[src/rtl/pcd_pkg.sv]
package pcd_pkg;

	localparam logic [1:0] CMD_LOAD   = 2'd0;
	localparam logic [1:0] CMD_DETECT = 2'd1;
	localparam logic [1:0] CMD_CLEAR  = 2'd2;

	localparam logic [2:0] KIND_VERTEX = 3'd0;
	localparam logic [2:0] KIND_EDGE   = 3'd1;
	localparam logic [2:0] KIND_STOP   = 3'd2;
	localparam logic [2:0] KIND_FOLLOW = 3'd3;
	localparam logic [2:0] KIND_NONE   = 3'd4;

	typedef enum logic [1:0] {
		PH_VERT,
		PH_EDGE,
		PH_STOP,
		PH_FOLL
	} phase_t;

	// Commands from the sequencer to the datapath.
	typedef struct packed {
		phase_t     phase;
		logic       load;
		logic       clear;
		logic       run_start;
		logic       pair_init;
		logic       pair_next;
		logic       len_i;
		logic       len_j;
		logic       t_init;
		logic       t_inc;
		logic       fetch;
		logic [1:0] slot;
		logic       emit_first;
		logic       emit_second;
		logic       finish;
	} pcd_cmd_t;

	// Status from the datapath to the sequencer.
	typedef struct packed {
		logic go;
		logic pair_last;
		logic m0;
		logic m1;
		logic emit_ok;
		logic out_free;
	} pcd_sta_t;

	typedef struct packed {
		logic [2:0] kind;
		logic [2:0] agent_a;
		logic [2:0] agent_b;
		logic [7:0] pos_x;
		logic [7:0] pos_y;
		logic [7:0] other_x;
		logic [7:0] other_y;
		logic [5:0] time_a;
		logic [5:0] time_b;
		logic       overflow;
		logic       last;
	} res_t;

endpackage

[src/rtl/pcd_ctrl.sv]
module pcd_ctrl
	import pcd_pkg::*;
(
	input  logic       clk,
	input  logic       arst_n,
	input  logic       in_valid,
	output logic       in_ready,
	input  logic [1:0] command,
	input  pcd_sta_t   sta,
	output pcd_cmd_t   cmd
);

	typedef enum logic [3:0] {
		ST_IDLE,
		ST_PHASE,
		ST_PAIR_I,
		ST_PAIR_J,
		ST_ITER,
		ST_FETCH,
		ST_WAIT,
		ST_EVAL,
		ST_EMIT0,
		ST_EMIT1,
		ST_FINAL
	} state_t;

	state_t     state_q;
	phase_t     phase_q;
	logic [1:0] slot_q;
	logic [1:0] last_slot;
	logic       acc;

	assign in_ready = (state_q == ST_IDLE);
	assign acc      = in_valid && in_ready;

	always_comb begin
		unique case (phase_q)
			PH_VERT: last_slot = 2'd1;
			PH_EDGE: last_slot = 2'd3;
			PH_STOP: last_slot = 2'd1;
			PH_FOLL: last_slot = 2'd2;
			default: last_slot = 2'd1;
		endcase
	end

	always_comb begin
		cmd             = '0;
		cmd.phase       = phase_q;
		cmd.slot        = slot_q;
		cmd.load        = acc && (command == CMD_LOAD);
		cmd.clear       = acc && (command == CMD_CLEAR);
		cmd.run_start   = acc && (command == CMD_DETECT);
		cmd.pair_init   = (state_q == ST_PHASE);
		cmd.pair_next   = (state_q == ST_ITER) && !sta.go && !sta.pair_last;
		cmd.len_i       = (state_q == ST_PAIR_I);
		cmd.len_j       = (state_q == ST_PAIR_J);
		cmd.t_init      = (state_q == ST_PAIR_J);
		cmd.fetch       = (state_q == ST_FETCH);
		cmd.emit_first  = (state_q == ST_EMIT0) && sta.emit_ok;
		cmd.emit_second = (state_q == ST_EMIT1) && sta.emit_ok;
		cmd.finish      = (state_q == ST_FINAL) && sta.out_free;
		cmd.t_inc       = ((state_q == ST_EVAL) && !sta.m0 && !sta.m1)
			|| ((state_q == ST_EMIT0) && sta.emit_ok && !sta.m1)
			|| ((state_q == ST_EMIT1) && sta.emit_ok);
	end

	always_ff @(posedge clk or negedge arst_n) begin
		if (!arst_n) begin
			state_q <= ST_IDLE;
			phase_q <= PH_VERT;
			slot_q  <= '0;
		end else begin
			unique case (state_q)
				ST_IDLE: begin
					if (acc && command == CMD_DETECT) begin
						phase_q <= PH_VERT;
						state_q <= ST_PHASE;
					end
				end
				ST_PHASE:  state_q <= ST_PAIR_I;
				ST_PAIR_I: state_q <= ST_PAIR_J;
				ST_PAIR_J: state_q <= ST_ITER;
				ST_ITER: begin
					slot_q <= '0;
					if (sta.go) begin
						state_q <= ST_FETCH;
					end else if (!sta.pair_last) begin
						state_q <= ST_PAIR_I;
					end else if (phase_q == PH_FOLL) begin
						state_q <= ST_FINAL;
					end else begin
						phase_q <= phase_t'(phase_q + 2'd1);
						state_q <= ST_PHASE;
					end
				end
				ST_FETCH: begin
					slot_q <= slot_q + 2'd1;
					if (slot_q == last_slot) begin
						state_q <= ST_WAIT;
					end
				end
				ST_WAIT: state_q <= ST_EVAL;
				ST_EVAL: begin
					if (sta.m0) begin
						state_q <= ST_EMIT0;
					end else if (sta.m1) begin
						state_q <= ST_EMIT1;
					end else begin
						state_q <= ST_ITER;
					end
				end
				ST_EMIT0: begin
					if (sta.emit_ok) begin
						state_q <= sta.m1 ? ST_EMIT1 : ST_ITER;
					end
				end
				ST_EMIT1: begin
					if (sta.emit_ok) begin
						state_q <= ST_ITER;
					end
				end
				ST_FINAL: begin
					if (sta.out_free) begin
						state_q <= ST_IDLE;
					end
				end
				default: state_q <= ST_IDLE;
			endcase
		end
	end

endmodule

[config.mk]
export PLATFORM = sky130hd
export DESIGN_NAME = pcd_ctrl
export DESIGN_NICKNAME = d
export VERILOG_FILES = /design/src/rtl/pcd_pkg.sv /design/src/rtl/pcd_ctrl.sv
export SDC_FILE = /design/constraint.sdc
export NUM_CORES = 1
export LEC_CHECK = 0
export ABC_AREA = 1
export BUFFER_PORTS_ARGS = -buffer_cell sky130_fd_sc_hd__buf_2
export CORE_MARGIN = 2
export CORE_UTILIZATION = 49
export CTS_CLUSTER_SIZE = 24
export DETAILED_ROUTE_END_ITERATION = 12
export PLACE_DENSITY = 0.84
export SYNTH_ARGS = -nofsm -noshare
export SYNTH_HDL_FRONTEND = slang
export SYNTH_SLANG_ARGS = --single-unit
[constraint.sdc]
create_clock -name clk -period 1.75 [get_ports clk]
set_input_delay 0.175 -clock clk [delete_from_list [all_inputs] [get_ports clk]]
set_output_delay 0.175 -clock clk [all_outputs]
set_load 0.05 [all_outputs]
==> implementation parameters, run 1 <==
Parameter                              Value

Detailed routing
  Routed Wire Length    2.12 mm
  Via-to-Cell Ratio    5.06
  Drt drc    0
  Final routed wire length divided by cell count    11.3 um
  Number of antenna-violating nets in the routed design    0
  Number of DRC violations after detailed-routing iteration 0    11
  Total number of vias    947
  Number of iterations in the first detailed-routing pass    4

Synthesis
  Synth Instances    139
  Portion of the post-synthesis area used by sequential elements    24.3%
  Number of synthesized register bits    8
  Count of synthesis-stage warnings from yosys    0
  Count of cell types in the netlist    24
  Average footprint of a synthesized cell    5.93 um2
  Post-Synthesis Net Count    151
  Post-synthesis instance area    825 um2

GRT
  Via count of the first global-routing pass    878
  Pin count of the biggest net entering global routing    9
  Global-route wire length before repair    3.40 mm
  GRT Total Usage    23.2%
  Remaining Overflow, GRT    0
  Number of antenna violations at the first check in global routing    0

Flow run
  Max Cap Violations    0

Setup path
  Startpoint-to-endpoint class of the critical path    reg -> out
  Crit-path max cell delay    0.44 ns
  Maximum net fanout on the critical path    4
  CP Launch Type    register
  Cell breakdown of the critical path    inv_2 > nand2_2 > nor2_4 > nand2_4 > nor3_4 > buf_6
  Library cell contributing the largest single delay on the critical path    sky130_fd_sc_hd__dfrtp_2
  Kind of end point of the critical path    primary output
  Critical path required time    1.57 ns
  Data arrival at the endpoint of the critical path    1.52 ns

Layout
  Ant. Diodes    0
  Count of nets after finishing    185
  Syn-to-layout area delta    32.2%
  Cell area after layout    1090 um2
  Fraction of layout cells with a size suffix above 1    36.8%
  Fin cells    187

STA
  # setup viols final    0
  Slew @ Worst Pin    0.253 ns
  Maximum frequency from static timing analysis    590 MHz
  Part of the cycle the worst path needs    96.8%
  Crit path time final    1.69 ns
  Max-slew violations    0
  Max transition margin    83.2%
  Clock skew    0.00377 ns
  Fin. Hold Viols    0

Pwr
  Post-route total power    1.72 mW
  Total power density per cell area    1580 nW/um2
  Leakage power summed over all cells    0.638 nW
  Maximum ir drop on the vdd rail    1400 uV

Floorplan
  I/O Pins    29
  Starting Density    53.5%
  Core area    1540 um2
  DIE WIDTH    45.0 um
  Height of the chip    45.0 um
  Area of the die    2030 um2
  Standard-cell row count    14

Placement
  Total half-perimeter wirelength after legalization and detailed placement    1.69 mm
  Cell area reported after detailed placement    1030 um2
  Port Buffers    28
  Instance count after placement with tap cells included    182
  Final estimated routing congestion in global placement    0.861

Clocking
  TritonCTS Buffers    3
  Root Buffer    sky130_fd_sc_hd__clkbuf_4
  Clock tree from TritonCTS    done
  Maximum number of buffers from clock root to sink    2
  Sinks on Clock Net    8
  H-tree Lvls    1
  Insertion delay to the later sink of the worst-skew pair    0.26 ns
  Clk slew on worst S/H paths    0.06 ns

Run status
  Result of the run    complete, no violations

Min path
  Type of the tightest min-delay check    in -> reg
synth_stat cells (all sizes together):
library cell	number	area share (%)
o31ai	2	1.8
nand3	11	6.7
o211ai	1	0.91
buf	1	0.91
nor2	28	17
ha	1	1.5
o21a	1	0.91
dfrtp	8	24
inv	24	11
o21ai	3	3.2
a21oi	2	1.7
o21bai	1	0.91
clkinv	1	0.45
nand2	49	25
nand3b	1	0.91
or2	1	0.76
nor3	4	2.4
per-stage QoR:
stage	worst slack [ns]	util, %	hold WS, ns	TNS (ns)
5_1_grt	-0.0129	70.7	0.212	-0.0129
3_3_place_gp	0.276	66.7	0.0290	0
2_1_floorplan	-0.138	-	-0.121	-0.138
6_report	0.0560	70.7	0.205	0
3_5_place_dp	0.232	66.7	0.0299	0
4_1_cts	0.00825	69.2	0.208	0
final cells by class:
| cell class | count | area, um2 |
|---|---|---|
| Multi-Input combinational cell | 105 | 574 |
| Fill cell | 135 | 452 |
| Sequential cell | 8 | 204 |
| Timing Repair Buffer | 30 | 175 |
| Inverter | 25 | 93.8 |
| Clock buffer | 3 | 22.5 |
| Tap cell | 16 | 20.0 |
critical path: cells and delay by family, from the launching register on:
kind / cells / cell delay, ns
buf+inv: 2 / 0.31
simple gates: 4 / 0.51
flops: 1 / 0.44
sequential cells by signal, indices dropped and copies added (netlist names):
signal	count
state_q	4
phase_q	2
slot_q	2
power breakdown:
part / leakage (nW) / total, mW / switching, mW / internal (mW)
Clock: 0.0138 / 0.153 / 0.0739 / 0.0793
Sequential: 0.102 / 0.339 / 0.0895 / 0.249
Combinational: 0.522 / 1.23 / 0.885 / 0.343
repair_timing:
| action | in CTS | in global routing |
|---|---|---|
| pin swaps | 0 | 1 |
| hold buffers | 1 | 0 |
| buffers inserted | 0 | 1 |
| endpoints found under the setup margin | 2 | 7 |
| hold endpoints to repair | 8 | 0 |
| gates resized for setup | 2 | 8 |
cell usage in the layout, fill, tap and decap left out, drive strengths merged:
master | Yosys | routed
or2 | 1 | 1
nand2 | 49 | 49
buf | 1 | 28
nand3 | 11 | 11
ha | 1 | 1
o211ai | 1 | 1
nor3 | 4 | 4
nand3b | 1 | 1
o31ai | 2 | 2
inv | 24 | 24
nor2 | 28 | 28
clkinv | 1 | 1
clkbuf | 0 | 4
o21a | 1 | 1
dlygate4sd3 | 0 | 1
o21bai | 1 | 1
a21oi | 2 | 2
dfrtp | 8 | 8
o21ai | 3 | 3
kinds of logic after synthesis:
kind of cell,synth area share [%]
fa+ha+maj,1.52
buf+inv,12.3
flops,24.3
simple gates,52.5
compound gates,9.41
path summary, 6_finish.rpt:
kind                            start          to  slack (ns)  cells past startpoint
min in group asynchronous      arst_n  state_q[0]        0.28                      2
max in group asynchronous      arst_n  state_q[3]        1.28                      2
setup / recovery           state_q[3]     cmd[14]        0.06                      6
setup reg to reg           phase_q[0]  state_q[1]        0.21                     10
hold / removal                 sta[0]  state_q[1]        0.20                      4
hold reg to reg            phase_q[1]  phase_q[1]        0.51                      2
layer usage:
metal	wire length, um	GRT usage, %	part of all wire (%)
met3	70	2.40	3.3
met1	952	31.2	45
met5	0	0	0
met2	1070	36.6	50
met4	26	12.4	1.2
No activity file was read; power rests on OpenSTA's default activity.
==> run 2: changes to the inputs <==
--- a/config.mk
+++ b/config.mk
@@ -7,11 +7,12 @@
 export LEC_CHECK = 0
 export ABC_AREA = 1
 export BUFFER_PORTS_ARGS = -buffer_cell sky130_fd_sc_hd__buf_2
-export CORE_MARGIN = 2
-export CORE_UTILIZATION = 49
+export CORE_MARGIN = 3
+export CORE_UTILIZATION = 51
+export CTS_BUF_LIST = sky130_fd_sc_hd__clkbuf_4 sky130_fd_sc_hd__clkbuf_8
 export CTS_CLUSTER_SIZE = 24
 export DETAILED_ROUTE_END_ITERATION = 12
-export PLACE_DENSITY = 0.84
+export PLACE_DENSITY = 0.86
 export SYNTH_ARGS = -nofsm -noshare
 export SYNTH_HDL_FRONTEND = slang
 export SYNTH_SLANG_ARGS = --single-unit
==> run 2 against run 1 <==
Maximum frequency down 0.55%. Total power up 4.9%. Utilization up 11 points. Sequential share of layout area down 0.67 points. Flip-flop and latch count unchanged. Register-to-register slack better by 0.07 ns. Worst setup slack worse by 0.0094 ns. Critical path type unchanged.
==> implementation parameters, run 2 (synthesis gave the netlist of run 1 again) <==
Parameter                              Value

Run status
  Result of the run    complete, no violations (unchanged)

Floorplan
  Height of the chip    46.2 um (was 45.0 um)
  Standard-cell row count    13 (was 14)
  Core area    1400 um2 (was 1540 um2)
  DIE WIDTH    46.2 um (was 45.0 um)
  I/O Pins    29 (unchanged)
  Starting Density    58.9% (was 53.5%)
  Area of the die    2140 um2 (was 2030 um2)

Clocking
  TritonCTS Buffers    3 (unchanged)
  Maximum number of buffers from clock root to sink    2 (unchanged)
  Sinks on Clock Net    8 (unchanged)
  Insertion delay to the later sink of the worst-skew pair    0.26 ns (about the same)
  H-tree Lvls    1 (unchanged)
  Root Buffer    sky130_fd_sc_hd__clkbuf_4 (unchanged)
  Clk slew on worst S/H paths    0.06 ns (about the same)
  Clock tree from TritonCTS    done (unchanged)

Layout
  Biggest regs    state_q: 4 flops, phase_q: 2 flops, slot_q: 2 flops (unchanged)
  Count of nets after finishing    190 (was 185)
  Final Util    81.3% (was 70.7%)
  Syn-to-layout area delta    37.9% (was 32.2%)
  Ant. Diodes    0 (unchanged)
  Fraction of layout cells with a size suffix above 1    39.2% (was 36.8%)
  Fillers    96 (was 135)
  Most common cell after layout, fill and taps aside    sky130_fd_sc_hd__nand2_1 (unchanged)
  Top register by number of flip-flops    state_q (unchanged)
  Max FFs per register    4 (unchanged)
  Highest-count cells in the layout ignoring fill and taps    42 x sky130_fd_sc_hd__nand2_1, 24 x sky130_fd_sc_hd__buf_2, 19 x sky130_fd_sc_hd__inv_1, 19 x sky130_fd_sc_hd__nor2_1, 11 x sky130_fd_sc_hd__nand3_1 (unchanged)

Setup path
  Kind of end point of the critical path    primary output (unchanged)
  CP Launch Type    register (unchanged)
  FF-to-FF setup slack    0.28 ns (was 0.21 ns)
  Data arrival at the endpoint of the critical path    1.53 ns (was 1.52 ns)
  Startpoint-to-endpoint class of the critical path    reg -> out (unchanged)
  Critical path required time    1.57 ns (about the same)
  Maximum net fanout on the critical path    7 (was 4)

STA
  Maximum frequency from static timing analysis    587 MHz (was 590 MHz)
  Part of the cycle the worst path needs    97.3% (was 96.8%)
  Clock skew    0.00789 ns (was 0.00377 ns)
  Fin. Hold Viols    0 (unchanged)
  Max transition margin    81.0% (was 83.2%)
  Slew @ Worst Pin    0.282 ns (was 0.253 ns)
  # setup viols final    0 (unchanged)
  Crit path time final    1.70 ns (was 1.69 ns)
  Setup TNS Final    0 ns (unchanged)
  Max-slew violations    0 (unchanged)

Detailed routing
  Via-to-Cell Ratio    5.24 (was 5.06)
  Number of antenna-violating nets in the routed design    0 (unchanged)
  Total number of vias    1,000 (was 947)
  Routed Wire Length    2.41 mm (was 2.12 mm)
  Drt drc    0 (unchanged)
  Number of iterations in the first detailed-routing pass    4 (unchanged)
  Final routed wire length divided by cell count    12.6 um (was 11.3 um)
  Number of DRC violations after detailed-routing iteration 0    21 (was 11)

Min path
  Type of the tightest min-delay check    in -> reg (unchanged)

Pwr
  Total power density per cell area    1590 nW/um2 (was 1580 nW/um2)
  Maximum ir drop on the vdd rail    1470 uV (was 1400 uV)
  Leakage power summed over all cells    0.665 nW (was 0.638 nW)

Flow run
  Max Cap Violations    0 (unchanged)

Placement
  Final estimated routing congestion in global placement    0.947 (was 0.861)
  Port Buffers    28 (unchanged)
  Total half-perimeter wirelength after legalization and detailed placement    1.84 mm (was 1.69 mm)

GRT
  Global-route wire length before repair    3.66 mm (was 3.40 mm)
  Via count of the first global-routing pass    879 (was 878)
  Pin count of the biggest net entering global routing    9 (unchanged)
  GRT Total Usage    23.8% (was 23.2%)
  Number of antenna violations at the first check in global routing    0 (unchanged)
  Remaining Overflow, GRT    0 (unchanged)
run 2: cell type report:
type	instances	area, um2	area share [%]
Multi-Input combinational cell	105	579	50.9
Timing Repair Buffer	35	213	18.7
Sequential cell	8	205	18.0
Inverter	25	98.8	8.69
Clock buffer	3	22.5	1.98
Tap cell	15	18.8	1.65
run 2: worst paths after layout:
| kind | cells past startpoint | start | end |
|---|---|---|---|
| hold / removal | 3 | sta[1] | state_q[0] |
| setup / recovery | 5 | state_q[3] | cmd[10] |
| setup reg to reg | 10 | phase_q[0] | state_q[1] |
| min in group asynchronous | 2 | arst_n | phase_q[0] |
| max in group asynchronous | 2 | arst_n | state_q[2] |
| hold reg to reg | 2 | phase_q[1] | phase_q[1] |
run 2: worst max-delay path: stages (launching register included):
cell and delay (ns):
sky130_fd_sc_hd__dfrtp_2 0.44, sky130_fd_sc_hd__buf_4 0.16, sky130_fd_sc_hd__nor2_4 0.20, sky130_fd_sc_hd__nand2_4 0.11
sky130_fd_sc_hd__nor3_2 0.11, sky130_fd_sc_hd__clkbuf_4 0.24
run 2: power breakdown:
part           internal [mW]  total [mW]  switching, mW  leakage (nW)
combinational          0.380        1.31          0.932         0.550
clock                 0.0790       0.149         0.0696        0.0138
sequential             0.252       0.343         0.0912         0.100
run 2: layer usage:
| metal | routed length, um | up-vias | global-route usage [%] |
|---|---|---|---|
| li1 | - | 500 | - |
| met1 | 1040 | 447 | 29.9 |
| met2 | 1160 | 46 | 41.2 |
| met3 | 173 | 7 | 2.73 |
| met4 | 40 | 0 | 8.52 |
| met5 | 0 | - | 0 |
run 2: metrics by stage:
| step | instance area [um2] | power [mW] | instances | hold WS, ns | setup slack (ns) |
|---|---|---|---|---|---|
| finish | 1140 | 1.80 | 191 | 0.199 | 0.0466 |
| global route | 1140 | 1.92 | 191 | 0.219 | -0.00927 |
| CTS | 1070 | 1.70 | 185 | 0.202 | 0.00497 |
| detailed placement | 1030 | 1.54 | 181 | 0.0317 | 0.223 |
| global placement | 1030 | 1.51 | 181 | 0.0258 | 0.246 |
| floorplan | 876 | 1.29 | 139 | -0.121 | -0.138 |
run 2: what timing repair did:
| action | 4_1_cts | 5_1_grt |
|---|---|---|
| hold buffers | 1 | 0 |
| pin swaps | 0 | 2 |
| gates resized for setup | 4 | 9 |
| hold endpoints to repair | 8 | 0 |
| setup endpoints to repair | 3 | 6 |
| setup buffers | 0 | 6 |
